### config.mk
export PLATFORM = sky130hd
export DESIGN_NAME = acrc_tag_list
export DESIGN_NICKNAME = d
export VERILOG_FILES = /design/src/rtl/acrc_pkg.sv /design/src/rtl/acrc_tag_list.sv
export SDC_FILE = /design/constraint.sdc
export NUM_CORES = 1
export LEC_CHECK = 0
export BUFFER_PORTS_ARGS = -buffer_cell sky130_fd_sc_hd__buf_2
export CAP_MARGIN = 20
export CELL_PAD_IN_SITES_DETAIL_PLACEMENT = 0
export CELL_PAD_IN_SITES_GLOBAL_PLACEMENT = 1
export CORE_ASPECT_RATIO = 1.1
export CORE_MARGIN = 3
export CORE_UTILIZATION = 30
export DETAILED_ROUTE_END_ITERATION = 12
export GPL_TIMING_DRIVEN = 0
export PLACE_DENSITY = 0.53
export SLEW_MARGIN = 40
export SYNTH_ARGS = -nofsm -noshare
export SYNTH_HDL_FRONTEND = slang
export SYNTH_SLANG_ARGS = --single-unit
### constraint.sdc
create_clock -name clk -period 4.7 [get_ports clk]
set_input_delay 0.94 -clock clk [delete_from_list [all_inputs] [get_ports clk]]
set_output_delay 0.94 -clock clk [all_outputs]
set_load 0.02 [all_outputs]
### src/rtl/acrc_pkg.sv
// acrc_pkg: shared types and constants for the associative cache replacement classifier
// no dependencies; used by every module under rtl
`default_nettype none

package acrc_pkg;

	localparam int ADDR_IN_W  = 16;
	localparam int CNT_W      = 32;
	localparam int CFG_IDX_W  = 1;
	localparam int CFG_DATA_W = 5;

	localparam logic [CFG_IDX_W-1:0] CFG_WAYS_IN_USE = 1'd0;
	localparam logic [CFG_IDX_W-1:0] CFG_POLICY_MODE = 1'd1;

	localparam logic POLICY_LRU  = 1'b0;
	localparam logic POLICY_FIFO = 1'b1;

	typedef struct packed {
		logic busy;
		logic seen;
	} seen_status_t;

endpackage

`default_nettype wire

### src/rtl/acrc_tag_list.sv
// acrc_tag_list: ordered tag list with parallel compare, one-step shift update,
// capacity and policy registers; depends on acrc_pkg
`default_nettype none

module acrc_tag_list #(
	parameter int MAX_WAYS  = 16,
	parameter int ADDR_BITS = 16
) (
	input  wire logic                            clk,
	input  wire logic                            arst_n,
	input  wire logic                            cfg_we,
	input  wire logic [acrc_pkg::CFG_IDX_W-1:0]  cfg_index,
	input  wire logic [acrc_pkg::CFG_DATA_W-1:0] cfg_data,
	input  wire logic [ADDR_BITS-1:0]            tag,
	input  wire logic                            upd,
	output logic                                 hit
);

	localparam int CAP_W = $clog2(MAX_WAYS + 1);

	logic [ADDR_BITS-1:0]           tag_q [MAX_WAYS];
	logic [MAX_WAYS-1:0]            valid_q;
	logic [acrc_pkg::CFG_DATA_W-1:0] ways_q;
	logic                           policy_q;

	logic [CAP_W-1:0]    cap;
	logic [CAP_W-1:0]    new_cap;
	logic [MAX_WAYS-1:0] match;
	logic [MAX_WAYS-1:0] match_ahead;
	logic [MAX_WAYS-1:0] shift;
	logic                ld_front;

	function automatic logic [CAP_W-1:0] eff_cap(input logic [acrc_pkg::CFG_DATA_W-1:0] w);
		int unsigned v;
		v = 32'(w);
		if (v == 0) begin
			v = 1;
		end else if (v > MAX_WAYS) begin
			v = MAX_WAYS;
		end
		return CAP_W'(v);
	endfunction

	assign cap     = eff_cap(ways_q);
	assign new_cap = eff_cap(cfg_data);

	always_comb begin
		for (int i = 0; i < MAX_WAYS; i++) begin
			match[i]  = valid_q[i] && (tag_q[i] == tag);
		end
		for (int i = 0; i < MAX_WAYS; i++) begin
			match_ahead[i] = |(match & ({MAX_WAYS{1'b1}} >> (MAX_WAYS - i)));
		end
	end

	assign hit      = |match;
	assign ld_front = upd && (!hit || (policy_q == acrc_pkg::POLICY_LRU));

	always_comb begin
		for (int i = 0; i < MAX_WAYS; i++) begin
			if (hit) begin
				shift[i] = upd && (policy_q == acrc_pkg::POLICY_LRU) && !match_ahead[i];
			end else begin
				shift[i] = upd && (CAP_W'(i) < cap);
			end
		end
	end

	always_ff @(posedge clk) begin
		if (ld_front) begin
			tag_q[0] <= tag;
		end
		for (int i = 1; i < MAX_WAYS; i++) begin
			if (shift[i]) begin
				tag_q[i] <= tag_q[i-1];
			end
		end
	end

	always_ff @(posedge clk or negedge arst_n) begin
		if (!arst_n) begin
			valid_q  <= '0;
			ways_q   <= acrc_pkg::CFG_DATA_W'(16);
			policy_q <= acrc_pkg::POLICY_LRU;
		end else if (cfg_we) begin
			if (cfg_index == acrc_pkg::CFG_WAYS_IN_USE) begin
				ways_q <= cfg_data;
				for (int i = 0; i < MAX_WAYS; i++) begin
					if (CAP_W'(i) >= new_cap) begin
						valid_q[i] <= 1'b0;
					end
				end
			end else begin
				policy_q <= cfg_data[0];
			end
		end else if (upd && !hit) begin
			valid_q[0] <= 1'b1;
			for (int i = 1; i < MAX_WAYS; i++) begin
				if (shift[i]) begin
					valid_q[i] <= valid_q[i-1];
				end
			end
		end
	end

endmodule

`default_nettype wire

==> results.tsv <==
stage	metric	value	unit
status	status	complete, no violations	
yosys	synthCells	985	
place	port_buffers	23	
detailed_routing	vias_per_cell	5.05	
critical_path	critPathKind	in -> out	
timing	rsz0062_at_grt	no	
pwr	power.leakage	5.18	nW
critical_path	cpMostUsedCell	buf_2	
global_route	track_usage	17.7	%
detailed_routing	ant_nets	0	
global_route	grt_remaining_overflow	0	
critical_path	crit_family	simple AND/OR/NAND/NOR gates	
critical_path	crit_buf_inv	4	
yosys	syn_area	13400	um^2
layout	multi_input_area	4960	um^2
die	die_y	228	um
layout	fillers	4209	
layout	fin_nets	1080	
critical_path	endpoint_kind	output pin	
timing	setup-violations-final	0	
global_route	grt_max_degree	23	
pwr	power_density	432	nW/um^2
critical_path	r2r_start	tag_q[0][75]	
yosys	ys_seq_area_share	61.4	%
critical_path	cp.arrival	3640	ps
critical_path	critPathMaxFanout	10	
critical_path	critical_path.slowest_cell	nor4_4	
detailed_routing	drt-pass1-iter-count	5	
global_route	grt_pass1_wl	61400	um
layout	register_area	8240	um^2
yosys	synth_seq_cells	278	
clocking	cts_buffers	34	
place	hpwl	31000	um
die	die_w	208	um
critical_path	cp-start-kind	input pin	
timing	maxSlewViolCount	0	
layout	stdcell_area	15700	um^2
critical_path	crit_chain	buf_2 -> buf_2 -> buf_6 -> xor2_1 -> nor4_1 -> nand4_1 -> o22ai_1 -> nor4_4 -> nand2_2 -> buf_2	
timing	period_needed	4580	ps
die	core_area	43700	um^2
timing	max_freq	218	MHz
job	maxCapViolations	0	
die	dieArea	47300	um^2
critical_path	worstRegToRegCells	9	
layout	drive_gt1_share	14.3	%
critical_path	critPathCapture	hit	
critical_path	r2r_end	tag_q[0][34]	
clocking	cts_root_buffer	clkbuf_16	
pwr	finalPower	6.79	mW
yosys	ys_types	72	
global_route	antenna_found_initial	0	
global_route	grt_pass1_vias	8763	
detailed_routing	vias	8362	
place	place.gp.congestion	0.820	
timing	hold_viol_final	0	
die	initial_core_util	30.7	%
clocking	clk_pin_slew	70	ps
detailed_routing	drt_iter0_drc	596	
layout	synthToLayoutAreaGrowth	17.1	%
clocking	htreeDepth	2	
timing	fin_skew	24.1	ps
place	place_area	14500	um^2
critical_path	startpoint	tag[5]	
yosys	syn_area_per_cell	13.6	um^2
detailed_routing	wl	42300	um
yosys	yosys_warnings	0	
die	io_pins	27	
detailed_routing	wire_per_inst	25.5	um
die	std_cell_rows	80	
critical_path	max_stage_delay	620	ps
clocking	insertion_delay	540	ps
yosys	synth_ff_type	edfxtp_1	
yosys	synth.net_count	1011	
critical_path	cp.depth	10	
timing	slew-limit-headroom	55.3	%
critical_path	cp.required	3760	ps
yosys	synth_edf_count	256	
clocking	cts.path.max_buffers	3	
hold_path	hp-class	in -> async	
yosys	synthArstFlopShare	7.91	%
clocking	cts_tree	built	
timing	post-route-period-util	97.4	%
critical_path	r2r_slack	900	ps
clocking	clkSinkCount	278	
pwr	vdd_drop_max	0.222	mV
detailed_routing	drc	0	
timing	worst_pin_slew	671	ps
## worst reg2reg max path: stages, from the launching register on
cell,delay [ps]
edfxtp_1,400
xnor2_1,220
or4bb_1,210
nor4_1,50
a22oi_1,560
nand3_1,260
nor3_4,480
clkbuf_4,430
mux2_2,400
nor2_4,420
## area by class of cell
class / instances / share of cell area, %
sequential: 278 / 52.5
tap: 574 / 4.57
buffer: 48 / 2.32
antenna: 1 / 0.0159
inverter: 7 / 0.167
timing repair buffer: 33 / 1.59
clock inverter: 19 / 1.21
clock buffer: 43 / 6.04
multi-input combinational: 652 / 31.6
## power breakdown
group,switching (mW),internal (mW),total (mW),leakage (nW)
registers,0.205,3.00,3.21,2.69
logic,0.549,0.326,0.875,1.94
clock network,1.06,1.65,2.71,0.554
total,1.81,4.98,6.79,5.18
## worst min-delay path by stage
stage,startpoint,to,slack (ps),cells past startpoint
6_report,arst_n,valid_q[10],390,1
5_1_grt,arst_n,valid_q[10],410,1
4_1_cts,arst_n,valid_q[10],390,1
3_5_place_dp,tag_q[1][19],tag_q[1][35],460,0
3_3_place_gp,tag_q[0][26],tag_q[0][42],450,0
2_1_floorplan,tag_q[0][84],tag_q[0][100],450,0
## cell usage in the layout (no fill, tap or decap), types with 10 or more instances in the layout
| cell | n |
|---|---|
| buf_2 | 26 |
| buf_4 | 20 |
| buf_6 | 16 |
| clkbuf_1 | 17 |
| clkbuf_16 | 37 |
| clkinv_1 | 10 |
| dfrtp_1 | 21 |
| edfxtp_1 | 256 |
| nand2_1 | 60 |
| nand3_1 | 26 |
| nand4_1 | 42 |
| nor2_1 | 22 |
| nor3_1 | 15 |
| nor3b_1 | 10 |
| nor4_1 | 34 |
| nor4b_1 | 11 |
| o21ai_0 | 11 |
| o22ai_1 | 12 |
| or4_1 | 19 |
| xnor2_1 | 121 |
| xor2_1 | 136 |
## flip-flops by register name, summed over array words and instances, names as in the netlist
| register | cells |
|---|---|
| tag_q | 256 |
| policy_q | 1 |
| valid_q | 16 |
| ways_q | 5 |
## cell usage after synthesis, drive strengths merged (9+ instances only)
cell	instances	area share, %
and4	9	0.59
xor2	136	8.9
a21oi	12	0.45
buf	37	2.4
xnor2	121	7.9
nor3	16	0.63
nand2	61	1.7
or4	19	1.1
o22ai	14	0.75
nor4	36	1.8
nor2	25	0.70
edfxtp	256	57
o21ai	14	0.52
clkbuf	11	0.31
nand4	42	2.0
nor4b	13	1.0
dfrtp	21	3.9
nor3b	11	0.65
nand3	28	1.2
## cells by family (layout without fill, tap and decap cells)
kind of cell / Yosys count / count (layout) / synth area share (%)
compound gates: 73 / 73 / 3.80
buf+inv: 55 / 150 / 2.89
simple gates: 311 / 311 / 14.2
flops: 278 / 278 / 61.4
xor+xnor: 257 / 257 / 16.8
other cells: 0 / 1 / 0
mux: 11 / 11 / 0.868
## stage by stage
step                TNS (ps)  hold slack [ps]  setup slack, ps  utilization [%]  cells
floorplan                  0              447              377                -    985
global placement     -174110              452            -1110             32.6   1582
detailed placement    -51490              455             -848             33.2   1592
CTS                        0              390             7.09             35.8   1654
global route               0              405             32.6             35.9   1654
finish                     0              390              120             35.9   1655
## layer usage
metal | wire length, um | GRT usage [%] | vias to the layer above
li1 | - | - | 3847
met1 | 17500 | 21.7 | 4253
met2 | 22100 | 32.1 | 196
met3 | 1560 | 3.33 | 66
met4 | 1080 | 4.73 | 0
met5 | 0 | 0 | -
## what timing repair did
action,CTS,global route
pin swaps,0,0
resized for setup,2,2
buffers inserted,0,0
gates cloned,0,0
hold buffers,0,0
setup endpoints to repair,17,32
No activity file was read; power rests on OpenSTA's default activity.
